## config.mk

```make
export PLATFORM = sky130hd
export DESIGN_NAME = lfi_point_mem
export DESIGN_NICKNAME = d
export VERILOG_FILES = /design/src/sv/lfi_pkg.sv /design/src/sv/lfi_point_mem.sv
export SDC_FILE = /design/constraint.sdc
export NUM_CORES = 1
export LEC_CHECK = 0
export BUFFER_PORTS_ARGS = -buffer_cell sky130_fd_sc_hd__buf_2
export CORE_MARGIN = 3
export CORE_UTILIZATION = 50
export CTS_CLUSTER_SIZE = 30
export DETAILED_ROUTE_END_ITERATION = 10
export PLACE_DENSITY_LB_ADDON = 0.3
export SLEW_MARGIN = 25
export SYNTH_ARGS = -nofsm -noshare
export SYNTH_HDL_FRONTEND = slang
export SYNTH_SLANG_ARGS = --single-unit
```

## constraint.sdc

```tcl
create_clock -name clk -period 4.4 [get_ports clk]
set_clock_uncertainty 0.2 [all_clocks]
set_input_delay 0.44 -clock clk [delete_from_list [all_inputs] [get_ports clk]]
set_output_delay 0.44 -clock clk [all_outputs]
set_load 0.005 [all_outputs]
```

## src/sv/lfi_pkg.sv

```systemverilog
// ----------------------------------------------------------------------------
// lfi_pkg
// Shared types and constants of the line fit block with inlier list.
// ----------------------------------------------------------------------------
`default_nettype none

package lfi_pkg;

  // Fixed field widths.
  localparam int COORD_W = 24;
  localparam int THR_W   = 23;
  localparam int DIR_W   = 18;
  localparam int DIR_FRAC = 16;

  // Shared divider: numerator and denominator widths.
  localparam int DIV_NW = 50;
  localparam int DIV_DW = 34;

  // Shared square root unit: radicand and root widths.
  localparam int SQ_IW = 64;
  localparam int SQ_OW = 32;

  // Covariance terms are scaled until every magnitude is below 2^29.
  localparam int SCALE_LIM_BIT = 29;

  // Squared norm limit for a direction of (almost) zero length, before scaling.
  localparam logic [26:0] TINY_NORM = 27'd73786976;

  // One in Q1.16.
  localparam logic [16:0] DIR_ONE = 17'd65536;

  // Reset value of the distance threshold.
  localparam logic [THR_W-1:0] THR_RESET = 23'd3277;

  typedef enum logic [1:0] {
    STATUS_OK          = 2'd0,
    STATUS_FEW_POINTS  = 2'd1,
    STATUS_NEG_DISC    = 2'd2,
    STATUS_FEW_INLIERS = 2'd3
  } status_t;

  typedef enum logic {
    KIND_LINE   = 1'b0,
    KIND_INLIER = 1'b1
  } kind_t;

  typedef enum logic [4:0] {
    ST_LOAD,
    ST_MEAN_X,
    ST_MEAN_Y,
    ST_COV_RD,
    ST_COV_MUL,
    ST_COV_ACC,
    ST_MAG,
    ST_SCALE,
    ST_SQUARE,
    ST_DISC,
    ST_ROOT,
    ST_DIR_SQ,
    ST_NORM,
    ST_TINY,
    ST_NORM_ROOT,
    ST_DIV_X,
    ST_DIV_Y,
    ST_INL_RD,
    ST_INL_MUL,
    ST_INL_CMP,
    ST_EMIT_LINE,
    ST_SCAN,
    ST_EMIT_INL
  } fit_state_t;

endpackage

`default_nettype wire

```

## src/sv/lfi_point_mem.sv

```systemverilog
// ----------------------------------------------------------------------------
// lfi_point_mem
// Point store: one write port and one read port, read data registered.
// ----------------------------------------------------------------------------
`default_nettype none

module lfi_point_mem #(
  parameter int DEPTH = 32,
  parameter int AW    = 5
) (
  input  logic                                   clk,
  input  logic                                   we,
  input  logic [AW-1:0]                          waddr,
  input  logic signed [lfi_pkg::COORD_W-1:0]     wr_x,
  input  logic signed [lfi_pkg::COORD_W-1:0]     wr_y,
  input  logic [AW-1:0]                          raddr,
  output logic signed [lfi_pkg::COORD_W-1:0]     rd_x,
  output logic signed [lfi_pkg::COORD_W-1:0]     rd_y
);

  logic signed [lfi_pkg::COORD_W-1:0] mem_x [DEPTH];
  logic signed [lfi_pkg::COORD_W-1:0] mem_y [DEPTH];

  // Write on enable, read every cycle into registered outputs.
  always_ff @(posedge clk) begin
    if (we) begin
      mem_x[waddr] <= wr_x;
      mem_y[waddr] <= wr_y;
    end
    rd_x <= mem_x[raddr];
    rd_y <= mem_y[raddr];
  end

endmodule

`default_nettype wire

```

Word-level counts from Yosys, hierarchy flattened --
Memories as Yosys holds them, arrays and structs flattened. A register that Yosys moved wholly into a read port is not among the register bits. Cells that the tools add are included.
Storage, ports and cells: memory bits (writable) 1536, word-level logic and storage cells 4, memories kept 2, bits of input ports 60, output and inout port bits 48, register bits after elaboration 0
Cells by class: mux-type cells 2
Memories:
- mem_x | depth 32, bits a word 24, rd ports 1, clocked after Yosys merged registers in 1, wr ports 1, line lfi_point_mem.sv:21 | logic signed [lfi_pkg::COORD_W-1:0] mem_x [DEPTH];
- mem_y | depth 32, bits a word 24, rd ports 1, clocked after Yosys merged registers in 1, wr ports 1, line lfi_point_mem.sv:22 | logic signed [lfi_pkg::COORD_W-1:0] mem_y [DEPTH];
Operator list (number):
- two-way mux 1 bit | 2

Logic depth before layout (Yosys ltp) --
depth in word-level cells 2, gate-level depth with buffers 8, mapped depth without buffers 5

Least setup slack after synthesis --
Ideal clock, no wire load.
path kind input port to flip-flop, start input waddr[1], end memory mem_x[12][0] (netlist name) (enable), buffers on the path 1, path slack 0.631 ns, arrival 3.115 ns, stages on the path 3, setup time 0.454 ns, required time 3.746 ns, cells stage by stage or3b_2 > clkbuf_1 > nor2_1
RTL lines:
- start, declared | line lfi_point_mem.sv:13 | input logic [AW-1:0] waddr,
- end, declared | line lfi_point_mem.sv:21
No word-level cell before the write port.

Worst setup path after layout --
start input waddr[1], end memory mem_x[20][16] (netlist name) (enable)
No word-level cell before the write port.

==> run_results.csv <==
group,metric,value,unit
status,run_status,"finished, final reports clean",
cells_and_area,multiInputGateArea,0.0127,mm²
die,start_util,50.5,%
setup_path,reg2reg_from,"mem_x[0][1]",
synthesis,synth-main-ff-cell,"edfxtp_1",
detailed_routing,ant_nets,0,
setup_path,critPathCaptureType,"flop",
cts,clockRootBuffer,"clkbuf_16",
synthesis,synth_top_area_share,76.0,%
cells_and_area,fin_util,57.3,%
global_route,antenna_found_initial,7,
die,fp-row-count,127,
setup_path,crit_path_start_kind,"input pin",
synthesis,syn_area_per_cell,18.0,µm²
setup_path,rrSetupSlack,2.68,ns
sta,period_share,52.3,%
cells_and_area,layout-drive-gt1-share,12.8,%
cts,clk-insertion-delay-late,0.75,ns
cts,cts_tree,"done",
setup_path,r2r_cells,5,
detailed_routing,avgRoutedWirePerCell,25.8,µm
sta,fmax,434,MHz
synthesis,synth_area,0.0607,mm²
die,fp.dieW,355,µm
detailed_routing,first_pass_iters,6,
sta,drv_slew,0,
power,p_comb_share,5.0,%
setup_path,cp_max_fo,29,
sta,rsz0062_at_grt,"false",
synthesis,ys_types,26,
synthesis,ys_warn_count,0,
power,p_sw,0.00649,W
synthesis,synth-edff-count,1536,
global_route,grt_util_all_layers,21.9,%
place,port_buffers,107,
synthesis,yosys-top-cells-area,"edfxtp_1 (76%), mux2i_1 (13%), a22oi_1 (1.8%)",
global_route,grt_max_degree,78,
sta,finalHoldViolCount,0,
cells_and_area,syn2layout_area_growth,13.6,%
detailed_routing,via_count,31100,
power,p_int,0.0248,W
cts,cts_buffers,154,
detailed_routing,drc,0,
power,p_leak,24.1,nW
cells_and_area,nets,3649,
sta,max-slew-margin-rel,31.1,%
cts,path_clk_slew,0.06,ns
power,seqPwrFrac,53.9,%
power,powerDensity,453,mW/mm²
power,clkPwrFrac,41.1,%
sta,worst_slew_pin_slew,1.03,ns
global_route,grt_pass1_wl,204000,µm
cts,htreeDepth,4,
detailed_routing,drt_iter0_drc,3093,
die,coreArea,0.120,mm²
hold_path,min_delay_path_depth,1,
power,vdd_drop_max,0.407,mV
cts,cts.sinks,1584,
detailed_routing,routed_via_density,5.83,
sta,setup_viol,0,
synthesis,async_reset_ff_share,0,%
die,die-area,0.126,mm²
sta,period_needed,2.30,ns
synthesis,ys_seq_area_share,77.5,%
detailed_routing,routed_wl,138000,µm
cells_and_area,seq_area,0.0471,mm²
global_route,grt_pass1_vias,30600,
synthesis,synth-seq-cells,1584,
sta,tns,0,ns
die,die_h,355,µm
synthesis,syn_inst,3365,
place,hpwl,72100,µm
setup_path,cp.required,4.62,ns
synthesis,yosysTopAreaCell,"edfxtp_1",
place,gp_congestion,0.762,
setup_path,crit_start,"waddr[1]",
setup_path,crit_type,"in -> reg",
setup_path,arrival,2.53,ns
setup_path,rr_endpoint,"rd_x[1]",
flow_run,maxCapViolations,0,
global_route,grt_overflow,0,
cells_and_area,fillCellCount,8927,
hold_path,hold_path_class,"in -> reg",
power,switching_share,20.8,%
setup_path,crit_path_end,"mem_x[20][16]",
synthesis,syn_nets,3425,
cts,cts_setup_buffers,0,
die,io_pins,108,
cts,cts_buffer_depth,3,
## worst max-delay path: stages
cell and delay [ns]:
buf_2 0.12, or3b_2 0.77, nor2_4 0.82, buf_12 0.34
## cells in the mapped netlist, types with 5 or more instances
cell type,number
nand2_1,147
a31oi_1,48
nor2_1,35
nor3_1,48
nand3_1,146
a22oi_1,144
dfxtp_1,48
a21oi_1,144
a22o_1,96
nand3b_1,5
clkbuf_1,58
buf_4,38
edfxtp_1,1536
buf_1,6
buf_6,42
mux2i_1,768
buf_2,44
## through the flow
stage / hold slack, ns / cell area [µm²] / total power (W) / setup WS, ns / cells
5_1_grt: 0.0337 / 69000 / 0.0322 / 2.09 / 5329
4_1_cts: 0.00251 / 68900 / 0.0315 / 2.10 / 5327
3_5_place_dp: 0.383 / 63500 / 0.0187 / 1.31 / 4999
3_3_place_gp: 0.375 / 63500 / 0.0187 / 1.34 / 4999
6_report: 0.0455 / 69000 / 0.0312 / 2.10 / 5333
2_1_floorplan: 0.339 / 60700 / 0.0180 / 0.631 / 3365
## what timing repair did
action                    4_1_cts  5_1_grt
hold buffers                   44        0
resized for setup               0        0
hold endpoints to repair     1217        0
## kinds of logic (layout without fill, tap and decap cells)
| kind of cell | count (synthesis) | after routing | share of synthesized area, % |
|---|---|---|---|
| flip-flops | 1584 | 1584 | 77.5 |
| multiplexers | 768 | 768 | 12.7 |
| buffers and inverters | 191 | 543 | 2.07 |
| AND/OR/NAND/NOR | 390 | 390 | 2.89 |
| AO/OA/AOI/OAI | 432 | 432 | 4.85 |
| other | 0 | 4 | 0 |
## layer usage
layer / part of all wire, % / wire length, µm / GRT usage [%]
met1: 44 / 60700 / 31.9
met3: 7.2 / 9940 / 4.45
met5: 0.0094 / 13 / 0
met4: 1.8 / 2460 / 5.47
met2: 47 / 64700 / 34.1
## power groups by stage
stage / clock, W / sequential (W) / combinational [W]
after detailed placement: 0 / 0.0172 / 0.00152
after global routing: 0.0137 / 0.0169 / 0.00167
after floorplan: 0 / 0.0172 / 0.000875
final: 0.0128 / 0.0169 / 0.00155
after CTS: 0.0131 / 0.0169 / 0.00155
after global placement: 0 / 0.0172 / 0.00150
## how the worst min path moves through the flow
stage	from	to	slack (ns)
2_1_floorplan	wr_x[0]	mem_x[0][0]	0.34
3_5_place_dp	mem_x[10][8]	rd_x[8]	0.38
4_1_cts	raddr[2]	rd_y[22]	0.003
5_1_grt	wr_x[16]	mem_x[28][16]	0.03
3_3_place_gp	mem_x[10][8]	rd_x[8]	0.38
6_report	wr_x[16]	mem_x[28][16]	0.05
## registers in the layout, indices dropped and copies added (netlist names)
signal and flops:
mem_x 768, mem_y 768, rd_x 24, rd_y 24
## cell type report
type | count | area share [%]
diodes | 4 | 0.0145
clock buffers | 209 | 6.17
clock inverters | 75 | 1.02
multi-input cells | 1590 | 18.4
flip-flops and latches | 1584 | 68.3
well taps | 1612 | 2.92
repair buffers | 259 | 3.23
## placed cells by master (no fill, tap or decap)
master / n
nand2_4: 1
diode_2: 4
buf_12: 33
buf_4: 74
nor2_4: 33
clkinv_4: 4
and2b_4: 1
nand3_2: 1
clkbuf_1: 41
nand3b_1: 5
clkbuf_8: 9
dlygate4sd3_1: 44
nand2_1: 146
a22oi_1: 144
inv_6: 5
dfxtp_1: 48
or2_4: 1
nand3_1: 145
nor2b_4: 1
mux2i_1: 768
and2_4: 1
a31oi_1: 48
buf_8: 1
clkinvlp_4: 2
or3b_2: 2
nor2_1: 2
clkinv_8: 4
bufinv_16: 11
a21oi_1: 144
clkinv_2: 23
clkinv_1: 26
buf_16: 1
nor3_1: 48
clkbuf_16: 159
buf_2: 106
a22o_1: 96
or3_1: 1
edfxtp_1: 1536
nand2b_4: 2
Power figures use the tool's default switching activity.
