`src/sv/lfi_pkg.sv`:
```
// ----------------------------------------------------------------------------
// lfi_pkg
// Shared types and constants of the line fit block with inlier list.
// ----------------------------------------------------------------------------
`default_nettype none

package lfi_pkg;

  // Fixed field widths.
  localparam int COORD_W = 24;
  localparam int THR_W   = 23;
  localparam int DIR_W   = 18;
  localparam int DIR_FRAC = 16;

  // Shared divider: numerator and denominator widths.
  localparam int DIV_NW = 50;
  localparam int DIV_DW = 34;

  // Shared square root unit: radicand and root widths.
  localparam int SQ_IW = 64;
  localparam int SQ_OW = 32;

  // Covariance terms are scaled until every magnitude is below 2^29.
  localparam int SCALE_LIM_BIT = 29;

  // Squared norm limit for a direction of (almost) zero length, before scaling.
  localparam logic [26:0] TINY_NORM = 27'd73786976;

  // One in Q1.16.
  localparam logic [16:0] DIR_ONE = 17'd65536;

  // Reset value of the distance threshold.
  localparam logic [THR_W-1:0] THR_RESET = 23'd3277;

  typedef enum logic [1:0] {
    STATUS_OK          = 2'd0,
    STATUS_FEW_POINTS  = 2'd1,
    STATUS_NEG_DISC    = 2'd2,
    STATUS_FEW_INLIERS = 2'd3
  } status_t;

  typedef enum logic {
    KIND_LINE   = 1'b0,
    KIND_INLIER = 1'b1
  } kind_t;

  typedef enum logic [4:0] {
    ST_LOAD,
    ST_MEAN_X,
    ST_MEAN_Y,
    ST_COV_RD,
    ST_COV_MUL,
    ST_COV_ACC,
    ST_MAG,
    ST_SCALE,
    ST_SQUARE,
    ST_DISC,
    ST_ROOT,
    ST_DIR_SQ,
    ST_NORM,
    ST_TINY,
    ST_NORM_ROOT,
    ST_DIV_X,
    ST_DIV_Y,
    ST_INL_RD,
    ST_INL_MUL,
    ST_INL_CMP,
    ST_EMIT_LINE,
    ST_SCAN,
    ST_EMIT_INL
  } fit_state_t;

endpackage

`default_nettype wire

```
`src/sv/lfi_sqrt.sv`:
```
// ----------------------------------------------------------------------------
// lfi_sqrt
// Integer square root (floor), one root bit per cycle.
// ----------------------------------------------------------------------------
`default_nettype none

module lfi_sqrt (
  input  logic                         clk,
  input  logic                         rst,
  input  logic                         start,
  input  logic [lfi_pkg::SQ_IW-1:0]    src,
  output logic                         done,
  output logic [lfi_pkg::SQ_OW-1:0]    root
);

  localparam int IW   = lfi_pkg::SQ_IW;
  localparam int OW   = lfi_pkg::SQ_OW;
  localparam int REMW = OW + 1;
  localparam int CNTW = $clog2(OW + 1);

  logic            busy;
  logic [CNTW-1:0] steps;
  logic [IW-1:0]   radicand;
  logic [REMW-1:0] rem;
  logic [OW+2:0]   shifted;
  logic [OW+2:0]   trial;
  logic            fits;

  // Bring down the next two radicand bits and test 4*root+1.
  always_comb begin
    shifted = {rem, radicand[IW-1:IW-2]};
    trial   = {1'b0, root, 2'b01};
    fits    = shifted >= trial;
  end

  // Step counter and completion pulse.
  always_ff @(posedge clk) begin
    if (rst) begin
      busy  <= 1'b0;
      done  <= 1'b0;
      steps <= '0;
    end else begin
      done <= 1'b0;
      if (start) begin
        busy  <= 1'b1;
        steps <= CNTW'(OW);
      end else if (busy) begin
        steps <= steps - 1'b1;
        if (steps == CNTW'(1)) begin
          busy <= 1'b0;
          done <= 1'b1;
        end
      end
    end
  end

  // Digit recurrence on remainder and partial root.
  always_ff @(posedge clk) begin
    if (start) begin
      radicand <= src;
      rem      <= '0;
      root     <= '0;
    end else if (busy) begin
      radicand <= {radicand[IW-3:0], 2'b00};
      rem      <= fits ? REMW'(shifted - trial) : REMW'(shifted);
      root     <= {root[OW-2:0], fits};
    end
  end

endmodule

`default_nettype wire

```
`config.mk`:
```
export PLATFORM = sky130hd
export DESIGN_NAME = lfi_sqrt
export DESIGN_NICKNAME = d
export VERILOG_FILES = /design/src/sv/lfi_pkg.sv /design/src/sv/lfi_sqrt.sv
export SDC_FILE = /design/constraint.sdc
export NUM_CORES = 1
export LEC_CHECK = 0
export ABC_AREA = 1
export BUFFER_PORTS_ARGS = -buffer_cell sky130_fd_sc_hd__buf_2
export CORE_ASPECT_RATIO = 1.5
export CORE_UTILIZATION = 45
export CTS_CLUSTER_SIZE = 20
export DETAILED_ROUTE_END_ITERATION = 12
export GPL_TIMING_DRIVEN = 0
export PLACE_DENSITY = 0.74
export SETUP_SLACK_MARGIN = 0.4
export SLEW_MARGIN = 20
export SYNTH_ARGS = -nofsm -noshare
export SYNTH_HDL_FRONTEND = slang
export SYNTH_SLANG_ARGS = --single-unit
```
`constraint.sdc`:
```
create_clock -name clk -period 4.4 [get_ports clk]
set_input_delay 0.44 -clock clk [delete_from_list [all_inputs] [get_ports clk]]
set_output_delay 0.44 -clock clk [all_outputs]
set_load 0.01 [all_outputs]
```
* Word-level counts from Yosys, hierarchy flattened
Cells that the tools add are included.
Storage, ports and cells: output and inout port bits 33, register bits after elaboration 137, word-level logic and storage cells 24, input bits 67
Cells by class: multiplexer cells 9, equality and inequality tests 1, $lt $le $gt $ge 1, $add $sub $neg 2, reductions and logical operators 3, bitwise logic cells 1
Operators with widths (count):
- 2-to-1 mux 64 bit | 2
- greater-or-equal comparator 35 x 34 -> 1 bit | 1
- 2-to-1 mux 33 bit | 1
- subtractor 33 bit | 1
- 2-to-1 mux 6 bit | 2
- equality test 6 x 1 -> 1 bit (second input constant) | 1
- subtractor 6 x 1 -> 6 bit (second input constant) | 1
- 2-to-1 mux 1 bit | 4
- OR reduction 3 bit | 1
- nonzero test 2 bit | 1
- OR reduction 2 bit | 1
- NOT 1 bit | 1

* Depth between registers and ports, before layout
depth in word-level cells 4, depth in mapped cells 18, gate-level depth less buffers 17

* Worst setup path before layout
OpenSTA, ideal clock, no wires.
path kind in2reg, from input port start, to register radicand[0], enable pin, path buffers 2, setup slack 1.161 ns, cell stages on the path 4, data required time 3.946 ns, library setup time 0.454 ns, arrival 2.786 ns, cells stage by stage clkbuf_1 nor2_1 inv_1 clkbuf_1
On the way: cells in the longest elaborated chain, start to end 1
Ends and longest elaborated chain:
- start: declaration | RTL line lfi_sqrt.sv:10 | input logic start,
- nonzero test 2 bit (no line)
- end signal: assignment | RTL line lfi_sqrt.sv:60 | radicand <= src;
- end signal: assignment | RTL line lfi_sqrt.sv:64 | radicand <= {radicand[IW-3:0], 2'b00};
- end: declaration | RTL line lfi_sqrt.sv:23 | logic [IW-1:0] radicand;
No other way between the ends. A chain may end at the register's enable or synchronous reset.

* Worst setup path in the final report
from register root[22] (netlist name), to register rem[16]
On the way: cells in the longest elaborated chain, start to end 2
Ends and longest elaborated chain:
- start: declaration | RTL line lfi_sqrt.sv:13 | output logic [lfi_pkg::SQ_OW-1:0] root
- start signal: assignment | RTL line lfi_sqrt.sv:66 | root <= {root[OW-2:0], fits};
- greater-or-equal comparator 35 x 34 -> 1 bit | RTL line lfi_sqrt.sv:33 | fits = shifted >= trial;
- 2-to-1 mux 33 bit | RTL line lfi_sqrt.sv:65 | rem <= fits ? REMW'(shifted - trial) : REMW'(shifted);
- end signal: assignment | RTL line lfi_sqrt.sv:65
- end: declaration | RTL line lfi_sqrt.sv:24 | logic [REMW-1:0] rem;
No other way between the ends.

==> Implementation_results.wiki <==
{| class="wikitable"
! Metric !! Value
|-
| Core footprint || ~18000 um2
|-
| Type of the setup path with the least slack || reg2reg
|-
| GRT Overall Usage || 0.2513
|-
| Die area || around 19000 um2
|-
| Portion of the post-synthesis area used by sequential elements || 0.4145
|-
| TritonCTS clock tree || yes
|-
| WL met1 || ~8700 um
|-
| Fin. Hold Viols || 0
|-
| Post-synth EDFFs || 64
|-
| Largest net degree at the start of global routing || between 60 and 70
|-
| Metal3 WL || slightly below 900 um
|-
| Final-report max-slew violation count || 0
|-
| Place WS || approximately 1.8 ns
|-
| Count of vias placed by the detailed router || a little under 8000
|-
| Worst Setup Slack, final || about 1.7 ns
|-
| DR vias/cell || ~5.1
|-
| HPWL after detailed placement || between 15000 and 20000 um
|-
| Multi-input gate area in the final layout || between 3000 and 4000 um2
|-
| Fraction of post-synthesis cell area in the top cell type by area || 0.2355
|-
| Fraction of layout cells with a size suffix above 1 || 0.1207
|-
| Filler cell count || around 1800
|-
| H-tree depth || 4
|-
| Starting density of the core || 0.4568
|-
| Routability congestion estimate from global placement || about 0.97
|-
| Category of the worst setup path capture point || register
|-
| First-pass GRT wire length || 36470 um
|-
| Number of cell instances on the worst register-to-register path || 14
|-
| Number of cells in the finished layout apart from fillers || approximately 1500
|-
| Summed negative setup slack over all endpoints || 0 ns
|-
| Async S/R FF share, synth || 0
|-
| Class of the tightest hold or removal check || in2reg
|-
| CTS clock-pin slew for the worst setup and hold paths || approximately 0.060 ns
|-
| Number of gates resized after CTS || 0
|-
| Root buffer cell || clkbuf_16
|-
| Layout overhead on the synthesized area || 17.32%
|-
| Startpoint of the worst-slack reg-to-reg timing path || root[22]
|-
| Number of diodes || 0
|-
| Clock latency reported for the late side of the worst-skew pair || approximately 0.43 ns
|-
| DR DRC count || 2
|-
| Maximum root-to-sink buffer count || 2
|-
| # port buffers || 98
|-
| CP required || about 4.8 ns
|-
| Capture instance of the worst register-to-register path || rem[16]
|-
| Number of buffers inserted for hold repair after clock tree synthesis || 0
|-
| RSZ-0062 raised after global routing || no
|-
| Violation count after the first detailed-route iteration || ~430
|-
| Critical Path Start Type || register
|-
| Cells taking the most area after synthesis || edfxtp_1 (24%), nand2_1 (22%), dfxtp_1 (18%), inv_1 (7.4%), ha_1 (5.5%)
|-
| Post-Synthesis Cell Area || 8162 um2
|-
| Beginning of the worst hold path || rst
|-
| Final #Nets || between 1000 and 1500
|-
| Upper clock frequency limit || 373.7 MHz
|-
| Power per unit of standard cell area || between 800 and 900 nW/um2
|-
| Reg2reg setup slack || around 1.7 ns
|-
| Amount of wire on met2 after detailed routing || roughly 12000 um
|-
| Overflow left after global routing || 0
|-
| Average cell area after synthesis || 6.882 um2
|-
| Worst slew margin relative to its limit || 0.5314
|-
| Max layer used || met4
|-
| Run status || complete, but fails checks
|-
| Number of distinct library cells after synthesis || 40
|-
| Antenna violation net count after detailed routing || 0
|-
| Number of cells on the worst hold path || 2
|-
| Hold_ws || around 0.19 ns
|-
| Final core area utilization || 0.5359
|-
| Die Ht || approximately 170 um
|-
| Synthesized flop and latch total || 137
|-
| Post-DR wirelength/cell || ~15 um
|-
| Max Cap Violations || 0
|-
| I/O pin cnt || 100
|-
| Register area || 3383 um2
|-
| P_leak || 0.004993 uW
|-
| Count of mapped cells out of synthesis || roughly 1200
|-
| Width of the die || 112.0 um
|-
| Shortest clock period the worst path allows after layout || around 2.7 ns
|-
| Number of buffers added by the clock tree synthesis step || 17
|-
| Worst Clk Skew || between 0.008 and 0.009 ns
|-
| Failing checks || DRC
|-
| Endpoint arrival time on the critical path || about 3.0 ns
|-
| Detailed Route WL || about 22000 um
|-
| Initial antenna violation count || 0
|-
| Cell with the most instances after synthesis || nand2_1
|-
| Final setup violation count || 0
|-
| Primary FF master, synth || dfxtp_1
|-
| Synthesized net count || 1289
|-
| Sinks on Clock Net || about 140
|-
| Number of global-route vias before repair || approximately 7600
|-
| Portion of the clock cycle consumed by the worst path in the final layout || 0.6082
|-
| Total placed cells including tap cells || 1502
|-
| Number of placement rows || 60
|-
| Slew at the pin closest to its max-slew limit || between 0.7 and 0.8 ns
|-
| Crit-path max FO || 8
|-
| Leading post-synthesis cells by instance count || nand2_1 (477), inv_1 (160), nor2_1 (103), dfxtp_1 (73), edfxtp_1 (64)
|-
| Post-CTS setup repair buffer count || 0
|-
| Worst min-delay path endpoint || busy
|-
| Cell accounting for the most synthesized area || edfxtp_1
|-
| IR Drop Worst-Case VDD || about 0.00059 V
|-
| 1st-pass router iterations || 11
|-
| Number of synthesis warnings || 0
|}
-- flip-flops by register name (all words and copies together) (netlist names) --
signal	flops
rem	33
root	32
radicand	64
busy	1
steps	6
done	1
-- report_power, final --
group	leakage [uW]	switching [uW]	internal, uW
Combinational	0.00344	3570	1750
Sequential	0.00125	112	1540
Clock	0.000305	601	899
-- kinds of logic (layout without fill, tap and decap cells) --
| logic type | Yosys count | count (layout) | share of synthesized area |
|---|---|---|---|
| simple gates | 700 | 700 | 0.3520 |
| buf+inv | 200 | 331 | 0.09750 |
| xor+xnor | 2 | 2 | 0.002147 |
| compound gates | 111 | 111 | 0.07865 |
| flops | 137 | 137 | 0.4145 |
| fa+ha+maj | 36 | 36 | 0.05519 |
-- how the worst max path moves through the flow --
stage | end | cells past startpoint | startpoint | slack, ns
floorplan | radicand[0] | 4 | start | 1.16
global placement | radicand[22] | 4 | busy | 0.12
detailed placement | rem[13] | 14 | root[22] | 1.76
CTS | rem[16] | 14 | root[22] | 1.72
global route | rem[13] | 14 | root[22] | 1.50
finish | rem[16] | 14 | root[22] | 1.72
-- placed cells by master, fill, tap and decap left out, drive strengths merged --
cell type	instances
buf	109
o21bai	6
a31oi	2
or3	1
a21boi	6
o21ai	18
o211ai	2
edfxtp	64
ha	36
or2	3
nor2	111
inv	167
nand3b	8
o21a	2
nand3	64
clkbuf	47
nand2	486
nor3	8
xor2	2
a211oi	1
a21o	1
dfxtp	73
o22ai	31
nand4	14
bufinv	2
and2	3
a21oi	42
nor4	2
clkinv	6
-- per-layer routing --
layer  vias to the layer above  track usage
met1                      3474       0.2611
met2                       225       0.4631
met3                        70      0.04258
met5                         -            0
met4                         0       0.1594
li1                       3992            -
-- area by class of cell --
type / instances / share of cell area
Multi-Input combinational cell: 849 / 0.4159
Sequential cell: 137 / 0.3533
Inverter: 162 / 0.06350
Timing Repair Buffer: 99 / 0.05410
Clock buffer: 19 / 0.04848
Tap cell: 217 / 0.02835
Buffer: 38 / 0.01999
Clock inverter: 13 / 0.01633
-- metrics by stage --
step | area (um2) | power, uW
floorplan | 8162 | 5532
global placement | 8924 | 6834
detailed placement | 8955 | 6868
CTS | 9575 | 8396
global route | 9575 | 9166
finish | 9575 | 8462
-- critical path, stage by stage, from the launching register on --
cell,delay [ns]
dfxtp_1,0.33
inv_1,0.07
ha_1,0.41
nand2_1,0.11
nand2_1,0.10
nand2_1,0.07
and2_1,0.15
nand2_1,0.08
nand2_1,0.08
nand2_1,0.08
nor2_4,0.25
nand3_1,0.45
nor2_1,0.24
nor2_1,0.07
nor2_1,0.11
Power figures use the tool's default switching activity.
