### src/sv/lfi_pkg.sv
// ----------------------------------------------------------------------------
// lfi_pkg
// Shared types and constants of the line fit block with inlier list.
// ----------------------------------------------------------------------------
`default_nettype none

package lfi_pkg;

  // Fixed field widths.
  localparam int COORD_W = 24;
  localparam int THR_W   = 23;
  localparam int DIR_W   = 18;
  localparam int DIR_FRAC = 16;

  // Shared divider: numerator and denominator widths.
  localparam int DIV_NW = 50;
  localparam int DIV_DW = 34;

  // Shared square root unit: radicand and root widths.
  localparam int SQ_IW = 64;
  localparam int SQ_OW = 32;

  // Covariance terms are scaled until every magnitude is below 2^29.
  localparam int SCALE_LIM_BIT = 29;

  // Squared norm limit for a direction of (almost) zero length, before scaling.
  localparam logic [26:0] TINY_NORM = 27'd73786976;

  // One in Q1.16.
  localparam logic [16:0] DIR_ONE = 17'd65536;

  // Reset value of the distance threshold.
  localparam logic [THR_W-1:0] THR_RESET = 23'd3277;

  typedef enum logic [1:0] {
    STATUS_OK          = 2'd0,
    STATUS_FEW_POINTS  = 2'd1,
    STATUS_NEG_DISC    = 2'd2,
    STATUS_FEW_INLIERS = 2'd3
  } status_t;

  typedef enum logic {
    KIND_LINE   = 1'b0,
    KIND_INLIER = 1'b1
  } kind_t;

  typedef enum logic [4:0] {
    ST_LOAD,
    ST_MEAN_X,
    ST_MEAN_Y,
    ST_COV_RD,
    ST_COV_MUL,
    ST_COV_ACC,
    ST_MAG,
    ST_SCALE,
    ST_SQUARE,
    ST_DISC,
    ST_ROOT,
    ST_DIR_SQ,
    ST_NORM,
    ST_TINY,
    ST_NORM_ROOT,
    ST_DIV_X,
    ST_DIV_Y,
    ST_INL_RD,
    ST_INL_MUL,
    ST_INL_CMP,
    ST_EMIT_LINE,
    ST_SCAN,
    ST_EMIT_INL
  } fit_state_t;

endpackage

`default_nettype wire

### src/sv/lfi_divider.sv
// ----------------------------------------------------------------------------
// lfi_divider
// Restoring unsigned divider, one quotient bit per cycle.
// ----------------------------------------------------------------------------
`default_nettype none

module lfi_divider (
  input  logic                          clk,
  input  logic                          rst,
  input  logic                          start,
  input  logic [lfi_pkg::DIV_NW-1:0]    num,
  input  logic [lfi_pkg::DIV_DW-1:0]    den,
  output logic                          done,
  output logic [lfi_pkg::DIV_NW-1:0]    quot
);

  localparam int NW   = lfi_pkg::DIV_NW;
  localparam int DW   = lfi_pkg::DIV_DW;
  localparam int CNTW = $clog2(NW + 1);

  logic            busy;
  logic [CNTW-1:0] steps;
  logic [DW-1:0]   rem;
  logic [DW-1:0]   divisor;
  logic [DW:0]     trial;
  logic            fits;

  // Bring down the next numerator bit and test against the divisor.
  always_comb begin
    trial = {rem, quot[NW-1]};
    fits  = trial >= {1'b0, divisor};
  end

  // Step counter and completion pulse.
  always_ff @(posedge clk) begin
    if (rst) begin
      busy  <= 1'b0;
      done  <= 1'b0;
      steps <= '0;
    end else begin
      done <= 1'b0;
      if (start) begin
        busy  <= 1'b1;
        steps <= CNTW'(NW);
      end else if (busy) begin
        steps <= steps - 1'b1;
        if (steps == CNTW'(1)) begin
          busy <= 1'b0;
          done <= 1'b1;
        end
      end
    end
  end

  // The numerator shifts out of quot while quotient bits shift in.
  always_ff @(posedge clk) begin
    if (start) begin
      rem     <= '0;
      quot    <= num;
      divisor <= den;
    end else if (busy) begin
      rem  <= fits ? DW'(trial - {1'b0, divisor}) : trial[DW-1:0];
      quot <= {quot[NW-2:0], fits};
    end
  end

endmodule

`default_nettype wire

### config.mk
export PLATFORM = sky130hd
export DESIGN_NAME = lfi_divider
export DESIGN_NICKNAME = d
export VERILOG_FILES = /design/src/sv/lfi_pkg.sv /design/src/sv/lfi_divider.sv
export SDC_FILE = /design/constraint.sdc
export NUM_CORES = 1
export LEC_CHECK = 0
export ABC_AREA = 1
export BUFFER_PORTS_ARGS = -buffer_cell sky130_fd_sc_hd__buf_2
export CAP_MARGIN = 40
export CORE_MARGIN = 2
export CORE_UTILIZATION = 35
export DETAILED_ROUTE_END_ITERATION = 7
export GPL_TIMING_DRIVEN = 0
export HOLD_SLACK_MARGIN = 0.12
export PLACE_DENSITY = 0.63
export SYNTH_ARGS = -nofsm -noshare
export SYNTH_HDL_FRONTEND = slang
export SYNTH_SLANG_ARGS = --single-unit
### constraint.sdc
create_clock -name clk -period 3.7 [get_ports clk]
set_input_delay 0.37 -clock clk [delete_from_list [all_inputs] [get_ports clk]]
set_output_delay 0.37 -clock clk [all_outputs]
set_load 0.01 [all_outputs]
# Word-level counts from Yosys, hierarchy flattened
# Cells that the tools add are included.
word_totals:
  ff_bits: 126
  inputBits: 87
  output_inout_bits: 51
  word_cells: 24
classes:
  n_addsub: 2
  magnitude_cmp: 1
  eq_ne: 1
  muxes: 9
  bitwise: 1
  n_reduce_logical: 3
ops:
  columns: ["cell", "count"]
  rows:
  - ["$mux 50", 2]
  - ["$ge 35x34->1", 1]
  - ["$mux 34", 1]
  - ["$sub 34x34->34", 1]
  - ["$mux 6", 2]
  - ["$eq 6x1->1 const B", 1]
  - ["$sub 6x1->6 const B", 1]
  - ["$mux 1", 4]
  - ["$reduce_or 3->1", 1]
  - ["$reduce_bool 2->1", 1]
  - ["$reduce_or 2->1", 1]
  - ["$not 1->1", 1]

# Longest topological paths before layout
# Gate-level depths: netlist of run 1.
logic_depth:
  ltp_word: 4
  ltp_mapped: 17
  ltp_nobuf: 17

# Worst setup path before layout of run 1
# Ideal clock, no wire load.
synth_timing:
  kind: "input port to flip-flop"
  from: "in start"
  to: "reg quot[0] in the netlist's numbering, enable pin"
  setup_ps: 434
  arrival_ps: 2442
  t_required_ps: 3266
  slack_ps: 824
  cell_stages: 4
  path_buffers: 2
  path_cell_list: "clkbuf_1 nor2_1 inv_1 clkbuf_1"
synth_between:
  elab_chain_len: 1
synth_rtl:
  columns: ["element", "line", "rtl"]
  rows:
  - ["from (decl)", "lfi_divider.sv:10", "input logic start,"]
  - ["$reduce_bool 2->1 (no source line)", null, null]
  - ["to (signal assigned)", "lfi_divider.sv:59", "quot <= num;"]
  - ["to (signal assigned)", "lfi_divider.sv:63", "quot <= {quot[NW-2:0], fits};"]
  - ["to (decl)", "lfi_divider.sv:14", "output logic [lfi_pkg::DIV_NW-1:0] quot"]
# Every way passes these cells.
# A chain may end at the register's enable or synchronous reset.

# Final worst setup path of run 1
layout_timing:
  from: "in start"
  to: "reg quot[13] in the netlist's numbering, enable pin"
# The elaborated chain is that of the path after synthesis.

==> flow_metrics.env, run 1 <==
export IMPL_tns_ps=0
export IMPL_drive_gt1_frac=0.152
export IMPL_drv_slew=0
export IMPL_path_cells="buf_2 -> clkbuf_1 -> nor2_1 -> inv_1 -> clkbuf_4"
export IMPL_gp_congestion=0.942
export IMPL_area_growth_pct=25.4
export IMPL_fin_area_mm2=0.00985
export IMPL_hold_path_class="input pin to flop"
export IMPL_crit_buf_inv=4
export IMPL_cts_sinks=126
export IMPL_synth_cell_types=35
export IMPL_drc=0
export IMPL_syn_area_per_cell_um2=7.14
export IMPL_io_pins=138
export IMPL_grt_pass1_vias=7134
export IMPL_syn_inst=1101
export IMPL_final_util=0.449
export IMPL_track_usage=0.200
export IMPL_clkLatencyLatePin_ps=440
export IMPL_cts_tree="yes"
export IMPL_route_antenna_remaining_nets=0
export IMPL_vias=7389
export IMPL_chipWidth_um=154
export IMPL_post_cts_buffers=0
export IMPL_grt_pass1_wl_um=36900
export IMPL_grt_start_max_net_pins=60
export IMPL_reg2reg_slack_ps=1130
export IMPL_fmaxAchievable_mhz=378
export IMPL_die_h_um=154
export IMPL_drt_first_pass_iters=5
export IMPL_synth_top_area_cell="edfxtp_1"
export IMPL_place_inst=1518
export IMPL_synth_seq_area_share=0.428
export IMPL_cp_start_kind="input pin"
export IMPL_num_fill_cells=2249
export IMPL_finalWorstSetupSlack_ps=1050
export IMPL_grt_overflow_total=0
export IMPL_path_clk_slew_ps=70
export IMPL_rsz0062_at_grt="false"
export IMPL_ys_async_sr_fraction=0
export IMPL_netlist_top_cells_area="edfxtp_1 (32%), nand2_1 (22%), dfxtp_1 (11%)"
export IMPL_ff_latch_area_mm2=0.00336
export IMPL_post_drt_via_cell_ratio=4.66
export IMPL_crit_path_top_delay_cell="clkbuf_4"
export IMPL_synth_nets=1225
export IMPL_drt_iter0_markers=430
export IMPL_row_count=54
export IMPL_final_setup_viol_count=0
export IMPL_syn_area_mm2=0.00786
export IMPL_path_class="input pin to flop"
export IMPL_start_util=0.358
export IMPL_hpwl_um=17600
export IMPL_final_cell_mix="nand2_1 (460), inv_1 (182), buf_2 (146)"
export IMPL_multi_input_area_mm2=0.00367
export IMPL_fin_skew_ps=16.9
export IMPL_period_needed_ps=2650
export IMPL_layout_nets=1415
export IMPL_portBuffers=137
export IMPL_finalHoldViolations=0
export IMPL_cts_buffers=17
export IMPL_clk_path_buf_depth=2
export IMPL_diodes=0
export IMPL_drv_cap=0
export IMPL_cp_end_kind="flop"
export IMPL_antenna_found_initial=0
export IMPL_vdd_drop_max_mv=0.241
export IMPL_max_stage_delay_ps=760
export IMPL_p_leak_nw=5.17
export IMPL_finalNonFillerCells=1584
export IMPL_status="completed"
export IMPL_cp_arrival_ps=2700
export IMPL_wirelength_um=23100
export IMPL_mostFrequentLayoutCell="nand2_1"
export IMPL_ys_ff_latch=126
export IMPL_cts_root_buf="clkbuf_16"
export IMPL_ys_warn_count=0
export IMPL_synth_edf_count=84
export IMPL_core_mm2=0.0220
export IMPL_die_area_mm2=0.0237
export IMPL_critPathTopFamily="buffers and inverters"
export IMPL_pre_cts_slack_ps=503
export IMPL_wl_per_cell_um=14.6
export IMPL_p_per_area_mw_per_mm2=397
export IMPL_postPlaceCellArea_mm2=0.00890
export IMPL_cts_max_level=4
export IMPL_synthFlopType="edfxtp_1"
export IMPL_cp_max_fo=59
export IMPL_required_ps=3760
export IMPL_synth_top_area_share=0.321
export IMPL_finalCritPeriodShare=0.715
export IMPL_worst_slew_pin_slew_ps=850
export IMPL_relSlewSlack=0.433
==> routing by layer <==
metal  GRT usage  part of all wire  vias to the layer above
met4      0.0574             0.017                        0
met3      0.0496             0.071                       24
met5           0                 0                        -
li1            -                 -                     3829
met1       0.264              0.46                     3319
met2       0.326              0.45                      217
==> cell families after synthesis <==
logic type               Yosys count  synth area share
adder cells (fa/ha/maj)           37            0.0599
AND/OR/NAND/NOR                  652             0.345
flip-flops                       126             0.428
AO/OA/AOI/OAI                     57            0.0416
XOR/XNOR                          19            0.0212
buffers and inverters            210             0.105
==> timing repair <==
item | in CTS | in global routing
resized for setup | 0 | 0
hold endpoints to repair | 34 | 0
hold buffers | 34 | 0
==> worst reg2reg max path, stage by stage, from the launching register on <==
cell	delay [ps]
edfxtp_1	330
inv_1	40
ha_1	330
nand2_1	100
nand2_1	120
a21oi_1	310
nand3_2	190
nand2_1	140
nand2_2	80
nand2_4	150
buf_2	350
nand3_1	120
nand3_1	100
o21ai_1	60
==> flip-flops by register name (all words and copies together), names as in the netlist <==
register and flops:
quot 50, divisor 34, rem 34, steps 6, busy 1, done 1
==> final timing paths <==
path / depth (start not counted) / endpoint / start
hold / removal: 2 / steps[4] / rst
setup reg to reg: 13 / rem[8] / divisor[10]
setup / recovery: 5 / quot[13] / start
hold reg to reg: 2 / rem[31] / rem[31]
==> where the power goes <==
part	switching, W	leakage (nW)	internal, W
clock network	0.000766	0.300	0.000978
logic	0.000309	3.69	0.000194
registers	0.0000469	1.19	0.00162
total	0.00112	5.17	0.00279
==> synth_stat cells (6+ instances only) <==
| cell type | instances |
|---|---|
| edfxtp_1 | 84 |
| nand4_1 | 7 |
| buf_2 | 9 |
| xnor2_1 | 17 |
| o21ai_0 | 6 |
| nor2_1 | 55 |
| o21bai_1 | 6 |
| dfxtp_1 | 42 |
| ha_1 | 36 |
| o21ai_1 | 16 |
| clkbuf_1 | 14 |
| nor3_1 | 11 |
| a21oi_1 | 22 |
| nand3_1 | 88 |
| nand3b_1 | 16 |
| nand2_1 | 460 |
| inv_1 | 182 |
==> layout make-up <==
| type | instances | area share |
|---|---|---|
| multi-input cells | 765 | 0.373 |
| flip-flops and latches | 126 | 0.341 |
| repair buffers | 171 | 0.104 |
| inverters | 184 | 0.0701 |
| clock buffers | 17 | 0.0432 |
| well taps | 280 | 0.0356 |
| clock inverters | 15 | 0.0194 |
| plain buffers | 26 | 0.0137 |
==> per-stage QoR <==
step / total power [W] / hold WS [ps]
finish: 0.00391 / 149
global route: 0.00408 / 151
CTS: 0.00395 / 141
detailed placement: 0.00217 / 463
global placement: 0.00217 / 455
floorplan: 0.00196 / 439
No activity file was read; power rests on OpenSTA's default activity.
==> inputs of run 2 (changes only) <==
- PLACE_DENSITY: 0.63 -> 0.65
- clock period: 3.7 -> 2.3 ns (I/O delays scaled with it)
==> flow_metrics.env, run 2 (synthesis gave the netlist of run 1 again) <==
export IMPL_io_pins=138
export IMPL_drive_gt1_frac=0.207
export IMPL_die_h_um=154
export IMPL_clockPowerShare=0.430
export IMPL_core_mm2=0.0220
export IMPL_gp_congestion=0.995
export IMPL_largest_reg_flops=50
export IMPL_wl_per_cell_um=15.3
export IMPL_cts_max_level=4
export IMPL_grt_overflow_total=0
export IMPL_chipWidth_um=154
export IMPL_fin_skew_ps=12.7
export IMPL_top_register="quot"
export IMPL_finalCritPeriodShare=0.962
export IMPL_drc=0
export IMPL_hold_path_class="input pin to flop"
export IMPL_vdd_drop_max_mv=0.493
export IMPL_fmaxAchievable_mhz=452
export IMPL_portBuffers=137
export IMPL_finalWorstSetupSlack_ps=87.3
export IMPL_relSlewSlack=0.522
export IMPL_reg2reg_to="rem[9]"
export IMPL_period_needed_ps=2210
export IMPL_track_usage=0.214
export IMPL_top_regs="quot x50, divisor x34, rem x34"
export IMPL_path_clk_slew_ps=70
export IMPL_reg2reg_from="divisor[16]"
export IMPL_grt_pass1_vias=7637
export IMPL_die_area_mm2=0.0237
export IMPL_start_util=0.358
export IMPL_final_cell_mix="nand2_1 (444), inv_1 (177), buf_2 (139)"
export IMPL_cp_end_kind="flop"
export IMPL_grt_start_max_net_pins=60
export IMPL_post_drt_via_cell_ratio=4.76
export IMPL_cp_arrival_ps=2510
export IMPL_comb_power_share=0.151
export IMPL_antenna_found_initial=0
export IMPL_layout_nets=1480
export IMPL_cp_max_fo=10
export IMPL_row_count=54
export IMPL_hpwl_um=17900
export IMPL_r2r_cells=14
export IMPL_cts_root_buf="clkbuf_16"
export IMPL_p_leak_nw=5.49
export IMPL_rsz0062_at_grt="true"
export IMPL_final_setup_viol_count=0
export IMPL_route_antenna_remaining_nets=0
export IMPL_clk_path_buf_depth=2
export IMPL_cts_tree="yes"
export IMPL_vias=7857
export IMPL_seqPwrFrac=0.419
export IMPL_place_inst=1518
export IMPL_clkLatencyLatePin_ps=430
export IMPL_intPower_w=0.00456
export IMPL_hold_start="num[45]"
export IMPL_drt_iter0_markers=483
export IMPL_finalHoldViolations=0
export IMPL_pre_cts_slack_ps=-737
export IMPL_drt_first_pass_iters=5
export IMPL_min_to="quot[45]"
export IMPL_drv_slew=0
export IMPL_grt_pass1_wl_um=39500
export IMPL_drv_cap=0
export IMPL_reg2reg_slack_ps=90
export IMPL_wirelength_um=25300
export IMPL_cts_sinks=126
export IMPL_diodes=0
export IMPL_cts_buffers=17
export IMPL_worst_slew_pin_slew_ps=716
export IMPL_cp_start_kind="flop"
export IMPL_switchingPower_w=0.00183
export IMPL_path_class="flop to flop"
export IMPL_min_path_cells=3
export IMPL_status="completed"
export IMPL_mostFrequentLayoutCell="nand2_1"
export IMPL_p_sw_frac=0.287
export IMPL_required_ps=2600
export IMPL_p_per_area_mw_per_mm2=582
export IMPL_finalNonFillerCells=1649
export IMPL_area_growth_pct=39.9
export IMPL_tns_ps=0
## run 2: cell count changes in the layout (fill, tap and decap cells not counted), sizes merged
cell,before,now
dlygate4sd3,34,83
inv,193,195
buf,149,164
nand2,465,466
clkinvlp,1,2
clkinv,4,1
## run 2: per-stage QoR
stage / hold slack [ps] / cell area, um2 / power, W / utilization
6_report: 136 / 11000 / 0.00640 / 0.501
4_1_cts: 126 / 10400 / 0.00636 / 0.475
5_1_grt: 123 / 11000 / 0.00666 / 0.501
2_1_floorplan: 299 / 7860 / 0.00315 / -
3_5_place_dp: 408 / 8900 / 0.00349 / 0.405
3_3_place_gp: 406 / 8890 / 0.00348 / 0.405
## run 2: worst max path at each step
stage,from,end,depth (start not counted)
floorplan,quot[49],rem[22],15
global placement,start,quot[35],5
detailed placement,start,quot[35],5
CTS,divisor[28],quot[0],9
global route,divisor[16],rem[11],14
finish,divisor[16],rem[9],14
## run 2: layer usage
layer	GRT usage	wire length, um	vias up	part of all wire
met2	0.361	11900	265	0.47
met3	0.0513	1710	22	0.067
li1	-	-	3961	-
met4	0.0543	280	0	0.011
met5	0	0	-	0
met1	0.277	11400	3609	0.45
## run 2: critical path, stage by stage (launching register included)
cell and delay, ps:
edfxtp_1 360, inv_1 90, ha_2 310, nand2_2 110, nor2_2 50, buf_4 130
nand2_1 70, nand2_2 90, a21oi_4 200, nand2_4 110, nand2_8 120, buf_6 190
nand3_1 100, nand3_1 90, o21ai_1 60
## run 2: cell type report
type,count,area (um2)
buffer,26,195
clock buffer,17,425
clock inverter,15,163
fill,2077,11000
inverter,184,691
multi-input combinational,766,4150
sequential,126,3360
tap,280,350
timing repair buffer,235,1660
## run 2: what timing repair did
item | CTS | global route
pin swaps | 1 | 12
setup endpoints to repair | 83 | 35
gates cloned | 0 | 1
hold buffers | 83 | 0
gates resized for setup | 20 | 90
endpoints found under the hold margin | 86 | 0
buffers inserted | 3 | 12
## run 2: power by group through the flow
stage / Clock, W / Combinational, W / Sequential (W)
CTS: 0.00279 / 0.000886 / 0.00268
global placement: 0 / 0.000759 / 0.00272
detailed placement: 0 / 0.000767 / 0.00272
global route: 0.00290 / 0.00107 / 0.00270
floorplan: 0 / 0.000395 / 0.00275
finish: 0.00275 / 0.000968 / 0.00268
